<file path="src/rtl/crlc_pkg.sv">
// Package for the coefficient run-length coder: sizes, symbol codes and shared types.
// Depends on nothing; every rtl file imports it.
package crlc_pkg;

  // Coefficients per block and the width of the position counter
  localparam int BLOCK_COEFFS = 64;
  localparam int POS_W        = $clog2(BLOCK_COEFFS);

  localparam int COEF_W    = 16;
  localparam int BYTE_W    = 8;
  // Pending runs, symbol, up to three amplitude bytes, end byte
  localparam int BURST_MAX = 8;
  localparam int COUNT_W   = $clog2(BURST_MAX + 1);

  localparam logic [BYTE_W-1:0] RUN_SYMBOL  = 8'hF0;
  localparam logic [BYTE_W-1:0] END_SYMBOL  = 8'h00;
  localparam logic [2:0]        MAX_PENDING = 3'd3;
  localparam logic [3:0]        ZERO_WRAP   = 4'd15;

  // Running state of the coder between coefficients
  typedef struct packed {
    logic [3:0]       zero_count;
    logic [2:0]       pending_runs;
    logic [POS_W-1:0] position;
  } crlc_state_t;

  // All output bytes caused by one coefficient, first byte in slot 0
  typedef struct packed {
    logic [BURST_MAX-1:0][BYTE_W-1:0] bytes;
    logic [COUNT_W-1:0]               count;
    logic                             has_end;
  } crlc_burst_t;

endpackage

</file>
<file path="src/rtl/crlc_encode.sv">
// Combinational coder: one coefficient and the running state give a byte burst
// and the next state. Depends on crlc_pkg.
module crlc_encode
  import crlc_pkg::*;
(
  input  logic [COEF_W-1:0] coefficient,
  input  crlc_state_t       state,
  output crlc_state_t       state_next,
  output crlc_burst_t       burst
);

  logic              is_zero;
  logic              is_last;
  logic [COEF_W:0]   ext;
  logic [COEF_W:0]   mag;
  logic [4:0]        lead;
  logic [4:0]        size;
  logic [1:0]        nbytes;
  logic [BYTE_W-1:0] symbol;
  logic [BYTE_W-1:0] amp [3];
  logic [3:0]        p;
  logic [3:0]        sym_slot;
  logic [3:0]        end_slot;

  // Magnitude and size from the leading one
  always_comb begin
    is_zero = (coefficient == '0);
    is_last = (state.position == POS_W'(BLOCK_COEFFS - 1));
    ext     = {coefficient[COEF_W-1], coefficient};
    mag     = coefficient[COEF_W-1] ? (COEF_W+1)'(-ext) : ext;
    lead    = '0;
    for (int i = 0; i < COEF_W + 1; i++) begin
      if (mag[i]) lead = 5'(i);
    end
    size   = lead + 5'd2;
    nbytes = (size <= 5'd8) ? 2'd1 : ((size <= 5'd16) ? 2'd2 : 2'd3);
    symbol = {state.zero_count, size[3:0]};
    amp[0] = coefficient[7:0];
    amp[1] = coefficient[15:8];
    amp[2] = {BYTE_W{coefficient[COEF_W-1]}};
  end

  // Place pending runs, symbol, amplitude bytes and end byte into slots
  always_comb begin
    p        = {1'b0, state.pending_runs};
    sym_slot = is_zero ? 4'd0 : p;
    end_slot = is_zero ? 4'd0 : (p + 4'd1 + {2'b00, nbytes});
    burst.has_end = is_last;
    burst.count   = COUNT_W'(end_slot + {3'b000, is_last});
    for (int i = 0; i < BURST_MAX; i++) begin
      if (!is_zero && 4'(i) < p) begin
        burst.bytes[i] = RUN_SYMBOL;
      end else if (!is_zero && 4'(i) == sym_slot) begin
        burst.bytes[i] = symbol;
      end else if (!is_zero && 4'(i) < end_slot) begin
        burst.bytes[i] = amp[2'(4'(i) - p - 4'd1)];
      end else begin
        burst.bytes[i] = END_SYMBOL;
      end
    end
  end

  // Advance zero count, pending runs and block position
  always_comb begin
    state_next = state;
    if (is_zero) begin
      if (state.zero_count < ZERO_WRAP) begin
        state_next.zero_count = state.zero_count + 4'd1;
      end else begin
        state_next.zero_count = '0;
        if (state.pending_runs < MAX_PENDING) begin
          state_next.pending_runs = state.pending_runs + 3'd1;
        end
      end
    end else begin
      state_next.zero_count   = '0;
      state_next.pending_runs = '0;
    end
    state_next.position = state.position + POS_W'(1);
    if (is_last) begin
      state_next = '0;
    end
  end

endmodule

</file>
<file path="src/rtl/crlc_emit.sv">
// Burst register and byte serializer: holds one burst and sends it a byte per
// cycle on the output stream while m_axis_tready is high. Depends on crlc_pkg.
module crlc_emit
  import crlc_pkg::*;
(
  input  logic        clk,
  input  logic        rst,
  input  logic        load,
  input  crlc_burst_t burst,
  output logic        ready,
  output logic        m_axis_tvalid,
  input  logic        m_axis_tready,
  output logic [7:0]  m_axis_tdata,  // [7:0] code_byte
  output logic        m_axis_tlast   // block_end
);

  logic [BYTE_W-1:0]  bytes [BURST_MAX];
  logic [COUNT_W-1:0] remaining;
  logic [COUNT_W-1:0] remaining_next;
  logic               has_end;
  logic               pop;

  assign pop           = m_axis_tvalid && m_axis_tready;
  assign ready         = (remaining == '0) || ((remaining == COUNT_W'(1)) && m_axis_tready);
  assign m_axis_tvalid = (remaining != '0);
  assign m_axis_tdata  = bytes[0];
  assign m_axis_tlast  = has_end && (remaining == COUNT_W'(1));

  // Count bytes left in the held burst
  always_comb begin
    remaining_next = remaining;
    if (load) begin
      remaining_next = burst.count;
    end else if (pop) begin
      remaining_next = remaining - COUNT_W'(1);
    end
  end

  always_ff @(posedge clk) begin
    if (rst) begin
      remaining <= '0;
    end else begin
      remaining <= remaining_next;
    end
  end

  // Load a new burst or shift the held one down by a byte
  always_ff @(posedge clk) begin
    if (load) begin
      for (int i = 0; i < BURST_MAX; i++) begin
        bytes[i] <= burst.bytes[i];
      end
      has_end <= burst.has_end;
    end else if (pop) begin
      for (int i = 0; i < BURST_MAX - 1; i++) begin
        bytes[i] <= bytes[i+1];
      end
    end
  end

  a_load_when_ready: assert property (@(posedge clk) disable iff (rst)
    load |-> ready) else $error("burst loaded while bytes still pending");

  a_count_bound: assert property (@(posedge clk) disable iff (rst)
    remaining <= COUNT_W'(BURST_MAX)) else $error("burst count out of range");

  a_last_is_end: assert property (@(posedge clk) disable iff (rst)
    (m_axis_tvalid && m_axis_tlast) |-> (m_axis_tdata == END_SYMBOL))
    else $error("block end marked on a byte other than the end symbol");

endmodule

</file>
<file path="src/rtl/coefficient_run_length_coder_top.sv">
// Top level of the coefficient run-length coder: input register, coder state
// and the byte serializer. Depends on crlc_pkg, crlc_encode and crlc_emit.
//
//   port group   dir  tdata                  tlast
//   s_axis       in   [15:0] coefficient     -
//   m_axis       out  [7:0]  code_byte       block_end
//
// A coefficient that makes no byte leaves the burst register empty; while the
// serializer is empty the input register takes a new coefficient every cycle.
// A coefficient that makes n bytes (1 to 8) holds back the next one in the input
// register until the single-byte output port sends the last byte of its burst.
// Its first byte is valid once the burst register loads it from the input register.
// rst clears the block position, zero count, pending runs and all valid flags.
// A stall on m_axis holds the burst and, once the input register is full, s_axis.
module coefficient_run_length_coder_top
  import crlc_pkg::*;
(
  input  logic        clk,
  input  logic        rst,
  input  logic        s_axis_tvalid,
  output logic        s_axis_tready,
  input  logic [15:0] s_axis_tdata,  // [15:0] coefficient
  output logic        m_axis_tvalid,
  input  logic        m_axis_tready,
  output logic [7:0]  m_axis_tdata,  // [7:0] code_byte
  output logic        m_axis_tlast   // block_end
);

  logic              in_valid;
  logic              in_valid_next;
  logic [COEF_W-1:0] in_coef;
  crlc_state_t       state;
  crlc_state_t       state_next;
  crlc_burst_t       burst;
  logic              emit_ready;
  logic              advance;
  logic              accept;

  assign advance       = in_valid && emit_ready;
  assign s_axis_tready = !in_valid || emit_ready;
  assign accept        = s_axis_tvalid && s_axis_tready;

  // Hold the accepted coefficient until the serializer takes its burst
  always_comb begin
    in_valid_next = in_valid;
    if (accept) begin
      in_valid_next = 1'b1;
    end else if (advance) begin
      in_valid_next = 1'b0;
    end
  end

  always_ff @(posedge clk) begin
    if (rst) begin
      in_valid <= 1'b0;
      state    <= '0;
    end else begin
      in_valid <= in_valid_next;
      if (advance) begin
        state <= state_next;
      end
    end
  end

  always_ff @(posedge clk) begin
    if (accept) begin
      in_coef <= s_axis_tdata;
    end
  end

  crlc_encode u_encode (
    .coefficient (in_coef),
    .state       (state),
    .state_next  (state_next),
    .burst       (burst)
  );

  crlc_emit u_emit (
    .clk           (clk),
    .rst           (rst),
    .load          (advance),
    .burst         (burst),
    .ready         (emit_ready),
    .m_axis_tvalid (m_axis_tvalid),
    .m_axis_tready (m_axis_tready),
    .m_axis_tdata  (m_axis_tdata),
    .m_axis_tlast  (m_axis_tlast)
  );

  a_pending_bound: assert property (@(posedge clk) disable iff (rst)
    state.pending_runs <= MAX_PENDING) else $error("pending runs above limit");

  a_hold_item: assert property (@(posedge clk) disable iff (rst)
    (in_valid && !emit_ready) |=> (in_valid && $stable(in_coef)))
    else $error("held item lost while serializer busy");

endmodule

</file>
<file path="config.mk">
export PLATFORM = sky130hd
export DESIGN_NAME = coefficient_run_length_coder_top
export DESIGN_NICKNAME = d
export VERILOG_FILES = /design/src/rtl/crlc_pkg.sv /design/src/rtl/crlc_encode.sv /design/src/rtl/crlc_emit.sv /design/src/rtl/coefficient_run_length_coder_top.sv
export SDC_FILE = /design/constraint.sdc
export NUM_CORES = 1
export LEC_CHECK = 0
export BUFFER_PORTS_ARGS = -buffer_cell sky130_fd_sc_hd__buf_2
export CAP_MARGIN = 5
export CORE_MARGIN = 5
export CORE_UTILIZATION = 58
export CTS_BUF_LIST = sky130_fd_sc_hd__clkbuf_4 sky130_fd_sc_hd__clkbuf_8
export DETAILED_ROUTE_END_ITERATION = 10
export GPL_ROUTABILITY_DRIVEN = 0
export PLACE_DENSITY_LB_ADDON = 0.15
export SLEW_MARGIN = 15
export SYNTH_ARGS = -nofsm -noshare
export SYNTH_HDL_FRONTEND = slang
export SYNTH_HIERARCHICAL = 1
export SYNTH_SLANG_ARGS = --single-unit
</file>
<file path="constraint.sdc">
create_clock -name clk -period 9.2 [get_ports clk]
set_input_delay 1.38 -clock clk [delete_from_list [all_inputs] [get_ports clk]]
set_output_delay 1.38 -clock clk [all_outputs]
set_load 0.01 [all_outputs]
</file>
== Word level (Yosys, flattened, before mapping) ==
Memories as Yosys holds them, arrays and structs flattened.
Cells that the tools add are included.

* Register bits after elaboration: 35
* Bits in latches: 0
* Memory bits (writable): 64
* ROM bits: 0
* Bits of input ports: 20
* Output and inout port bits: 11
* Word-level logic and storage cells: 214
* Memories: 1

* Add/subtract/negate cells: 25
* Multipliers: 0
* Div/mod/pow operators: 0
* Order comparisons: 27
* Equal/unequal tests: 11
* Shifts and indexed selects: 0
* Mux-type cells: 89
* Bitwise operators: 15
* Reductions and logical operators: 39

{| class="wikitable"
|+ Memory list
! memory !! depth !! bits a word !! rd ports !! clocked after Yosys merged registers in !! write ports !! line !! source
|-
| u_emit.bytes || 8 || 8 || 8 || 0 || 8 || crlc_emit.sv:17 || <nowiki>logic [BYTE_W-1:0] bytes [BURST_MAX];</nowiki>
|}

{| class="wikitable"
|+ Operators by type and width
! kind !! count
|-
| $mux W8 || 46
|-
| $bmux W8 S2 || 8
|-
| $mux W4 || 12
|-
| $logic_and A1 B1 Y1 || 28
|-
| $ge A3 B3 Y1 const B || 8
|-
| $not A2 Y3 || 8
|-
| $mux W3 || 7
|-
| $mux W17 || 1
|-
| $neg A17 Y17 || 1
|-
| $eq A3 B4 Y1 const A || 4
|-
| $logic_not A16 Y1 || 1
|-
| $lt A3 B4 Y1 const A || 4
|-
| $sub A2 B1 Y2 const B || 8
|-
| $mux W13 || 1
|-
| $lt A3 B3 Y1 const A || 3
|-
| $mux W1 || 9
|-
| $eq A2 B4 Y1 const A || 2
|-
| $logic_not A4 Y1 || 2
|-
| $lt A1 B4 Y1 const A || 2
|-
| $lt A2 B4 Y1 const A || 2
|-
| $sub A1 B2 Y2 const A || 4
|-
| $sub A2 B2 Y2 const A || 4
|-
| $mux W7 || 1
|-
| $or A1 B1 Y1 || 7
|-
| 25 further kinds || 33
|}

== Longest topological paths before layout ==
* Word-level depth: 30
* Depth in mapped cells: 25
* Depth with buffers taken out: 23

== By module ==
The synthesis kept the hierarchy.

{| class="wikitable"
|+ By module, submodules not included
! module !! times used !! cells each !! area each (µm²) !! sequential area each (µm²)
|-
| crlc_emit || 1 || 172 || 3061.7 || 2031.9
|-
| crlc_encode || 1 || 471 || 2763.9 || 0.0
|-
| coefficient_run_length_coder_top || 1 || 81 || 1136.1 || 760.7
|}

== Least setup slack after synthesis ==
Ideal clock, no wire load.

* Path type: input to register
* Start point: input port m_axis_tready
* End point: memory u_emit.bytes[0][0] (enable)
* Setup time: 547 ps
* Arrival time: 5368 ps
* Required time: 8653 ps
* Setup slack: 3285 ps
* Stages on the path: 2
* Path buffers: 0
* Path through: inv_2 o21ai_0

{| class="wikitable"
|+ RTL lines
! item !! line !! source
|-
| start, declared || coefficient_run_length_coder_top.sv:24 || <nowiki>input logic m_axis_tready,</nowiki>
|-
| end, declared || crlc_emit.sv:17 ||
|}

==> summary.md <==
| Metric | Value |
|---|---|
| Actual transition at the worst max-transition pin | 1.145 ns |
| Cell types occupying the most area after synthesis | edfxtp_1, mux2_2, dfxtp_1, a21oi_1, mux2_4 |
| Core occupancy in the finished layout | 0.6063 |
| Area added between synthesis and finish | 3.738% |
| Post-synth EDFFs | 81 |
| Number of maximum-capacitance violations | 0 |
| Yosys synthesis warning count | 6 |
| Maximum operating frequency | 151.9 MHz |
| Flip-flop cell with the highest count after synthesis | edfxtp_1 |
| Post-route worst setup slack | 2.616 ns |
| Most repeated cell in the gate-level netlist after synthesis | edfxtp_1 |
| Starting utilization of the core area | 0.5845 |
| Number of vias after detailed routing | 5798 |
| Number of nets in the synthesized netlist | 757 |
| Die height | 119.6 um |
| Number of sinks handled by clock tree synthesis | 99 |
| Data arrival time at the worst-slack endpoint | 6.86 ns |
| Final hold slack | 0.5513 ns |
| Antenna cells | 0 |
| Combined global-route utilization of all metal layers | 0.2492 |
| Unrepaired setup endpoints after global routing | false |
| Post-layout minimum cycle time | 6.584 ns |
| Buffers from clock root to sink, at most | 2 |
| Mean cell area of the mapped netlist | 9.616 um^2 |
| Number of hold buffers added after cts | 0 |
| Via count of the first global-routing pass | 5352 |
| Number of vias per cell after detailed routing | 6.734 |
| Iteration-0 DRC Markers | 1247 |
| R2R Setup Slk | 2.62 ns |
| Portion of the clock cycle consumed by the worst path in the final layout | 0.7157 |
| Placeable core region | 11910 um^2 |
| Drt drc | 0 |
| Worst Path Max Fanout | 13 |
| Distinct cells, synth | 85 |
| Status | completed |
| R2R cell count | 21 |
| Number of I/O pins | 31 |
| Sum Neg Setup Slack | 0 ns |
| Count of endpoints failing setup in the final report | 0 |
| Floorplan row count | 40 |
| Final Hold Viols | 0 |
| Master cell of the clock root buffer | clkbuf_8 |
| Number of levels the H-tree was split into | 3 |
| Library cell with the largest summed area after synthesis | edfxtp_1 |
| Slew Viols, Final | 0 |
| Count of input and output buffers | 30 |
| Worst slew slack as a fraction of its limit | 0.2308 |
| Worst path required time | 9.48 ns |
| Clock skew | 0.01230 ns |
| Worst Setup Slack post-DPL | 2.824 ns |
| Share of the yosys chip area belonging to registers | 0.4012 |
| Clock slew at reported path FFs | 0.11 ns |
| Pin count of the biggest net entering global routing | 61 |
| Number of buffers created by CTS | 9 |
| Floorplan die area | 14290 um^2 |
| Synth async-reset ratio | 0 |
| Hold depth | 1 |
| Overall die width | 119.6 um |
| Hpwl dp | 12120 um |
| Number of synthesized register bits | 99 |
| Worst Setup Path Type | flop to flop |
| Leakage dissipation | 2.582 nW |
| Wire length per cell after detailed routing | 20.36 um |
| Post-synthesis cell area | 6962 um^2 |
| Startpoint type of the worst setup path | flop |
| Path type of the worst min-delay path | flop to flop |
| Number of antenna violations at the first check in global routing | 0 |
| Fraction of final layout cells sized beyond drive strength 1 | 0.2129 |
| Clock tree from TritonCTS | built |
| Total Nets Final | 742 |
| Worst skew pair latency | 0.40 ns |
| Overflow left after global routing | 0 |
| Ratio of total power to cell area | 271.1 nW/um^2 |
| Cells after synthesis | 724 |
| Global-route wire length before repair | 28380 um |
| IR drop worst, VDD | 0.6143 mV |
| Resized cells post-CTS | 0 |
| Post-CTS setup repair buffer count | 0 |
| Crit path capture type | flop |
| Area share of the leading cell type in the synthesized netlist | 0.3494 |
| Antenna Nets Post-Route | 0 |
| Total iterations of the first detailed-routing run | 7 |
| Commonest cells in the netlist | edfxtp_1, a21oi_1, nor2_1 |
| Wirelength, routed | 17530 um |
==> registers in the layout (all words and copies together) (netlist names) <==
register	count
u_emit/bytes	64
in_coef	16
state	13
u_emit/remaining	4
in_valid	1
u_emit/has_end	1
==> worst paths after layout <==
| check | startpoint | endpoint |
|---|---|---|
| worst max-delay path | in_coef[0]$_DFFE_PP_ | u_emit/bytes[1][1]$_DFFE_PP_ |
| worst min-delay path | u_emit/bytes[0][31]$_DFFE_PP_ | u_emit/bytes[0][23]$_DFFE_PP_ |
| worst min register to register | u_emit/bytes[0][31]$_DFFE_PP_ | u_emit/bytes[0][23]$_DFFE_PP_ |
| worst max register to register | in_coef[0]$_DFFE_PP_ | u_emit/bytes[1][1]$_DFFE_PP_ |
==> metal layers <==
layer	up-vias	routed length, um	GRT usage
met5	-	0	0
li1	2694	-	-
met1	2657	7256	0.3457
met2	377	7812	0.3775
met4	0	770	0.1024
met3	70	1689	0.05749
==> worst max-delay path, stage by stage (launching register included) <==
cell and delay (ns):
edfxtp_1 0.55, inv_1 0.11, ha_1 0.37, or4b_1 0.47, or4_4 0.45, o21ai_0 0.20, nor2_1 0.07, a21oi_2 0.24
or3b_2 0.48, ha_1 0.43, inv_1 0.08, and2_1 0.14, o211a_1 0.17, nor4b_1 0.29, a21o_1 0.13, ha_1 0.18
fa_1 0.51, nand2_1 0.13, nor4b_1 0.89, o21ai_0 0.20, o21ai_0 0.17, mux2_2 0.19
==> per-stage QoR <==
step,instances,area [um^2],power (mW)
6_report,861,7222,1.958
5_1_grt,861,7222,2.074
3_3_place_gp,845,7028,1.654
2_1_floorplan,724,6962,1.540
4_1_cts,861,7222,1.964
3_5_place_dp,845,7028,1.680
==> cell type report <==
class	count	area [um^2]
sequential	99	2794
tap	147	183.9
multi-input combinational	537	3754
fill	996	4690
inverter	25	93.84
timing repair buffer	37	202.7
clock inverter	7	70.07
clock buffer	9	123.9
==> power breakdown <==
part	total [mW]	switching (mW)	leakage, nW	internal (mW)
Combinational	0.857	0.490	1.55	0.366
Clock	0.280	0.174	0.100	0.106
Sequential	0.822	0.0831	0.936	0.739
Total	1.96	0.747	2.58	1.21
==> placed cells by master (no fill, tap or decap), drive strengths merged, types with 7 or more instances in the layout <==
master / count
edfxtp: 81
a21oi: 78
nor2: 63
mux2: 61
o21ai: 52
nand2: 49
buf: 37
nand3: 33
inv: 25
nor3: 19
dfxtp: 18
o22ai: 16
a21bo: 13
ha: 12
o32ai: 10
clkbuf: 9
mux2i: 8
xor2: 8
clkinv: 7
==> kinds of logic (layout without fill, tap and decap cells) <==
family | count (synthesis) | after routing | share of synthesized area
DFF | 99 | 99 | 0.4012
muxes | 69 | 69 | 0.1210
adders and majority gates | 13 | 13 | 0.02444
buffers and inverters | 88 | 78 | 0.06290
AOI/OAI and AO/OA | 232 | 232 | 0.2229
xor gates and xnor gates | 13 | 13 | 0.01743
and+or+nand+nor | 210 | 210 | 0.1503
Note: power is estimated with default switching activity, not from simulation.
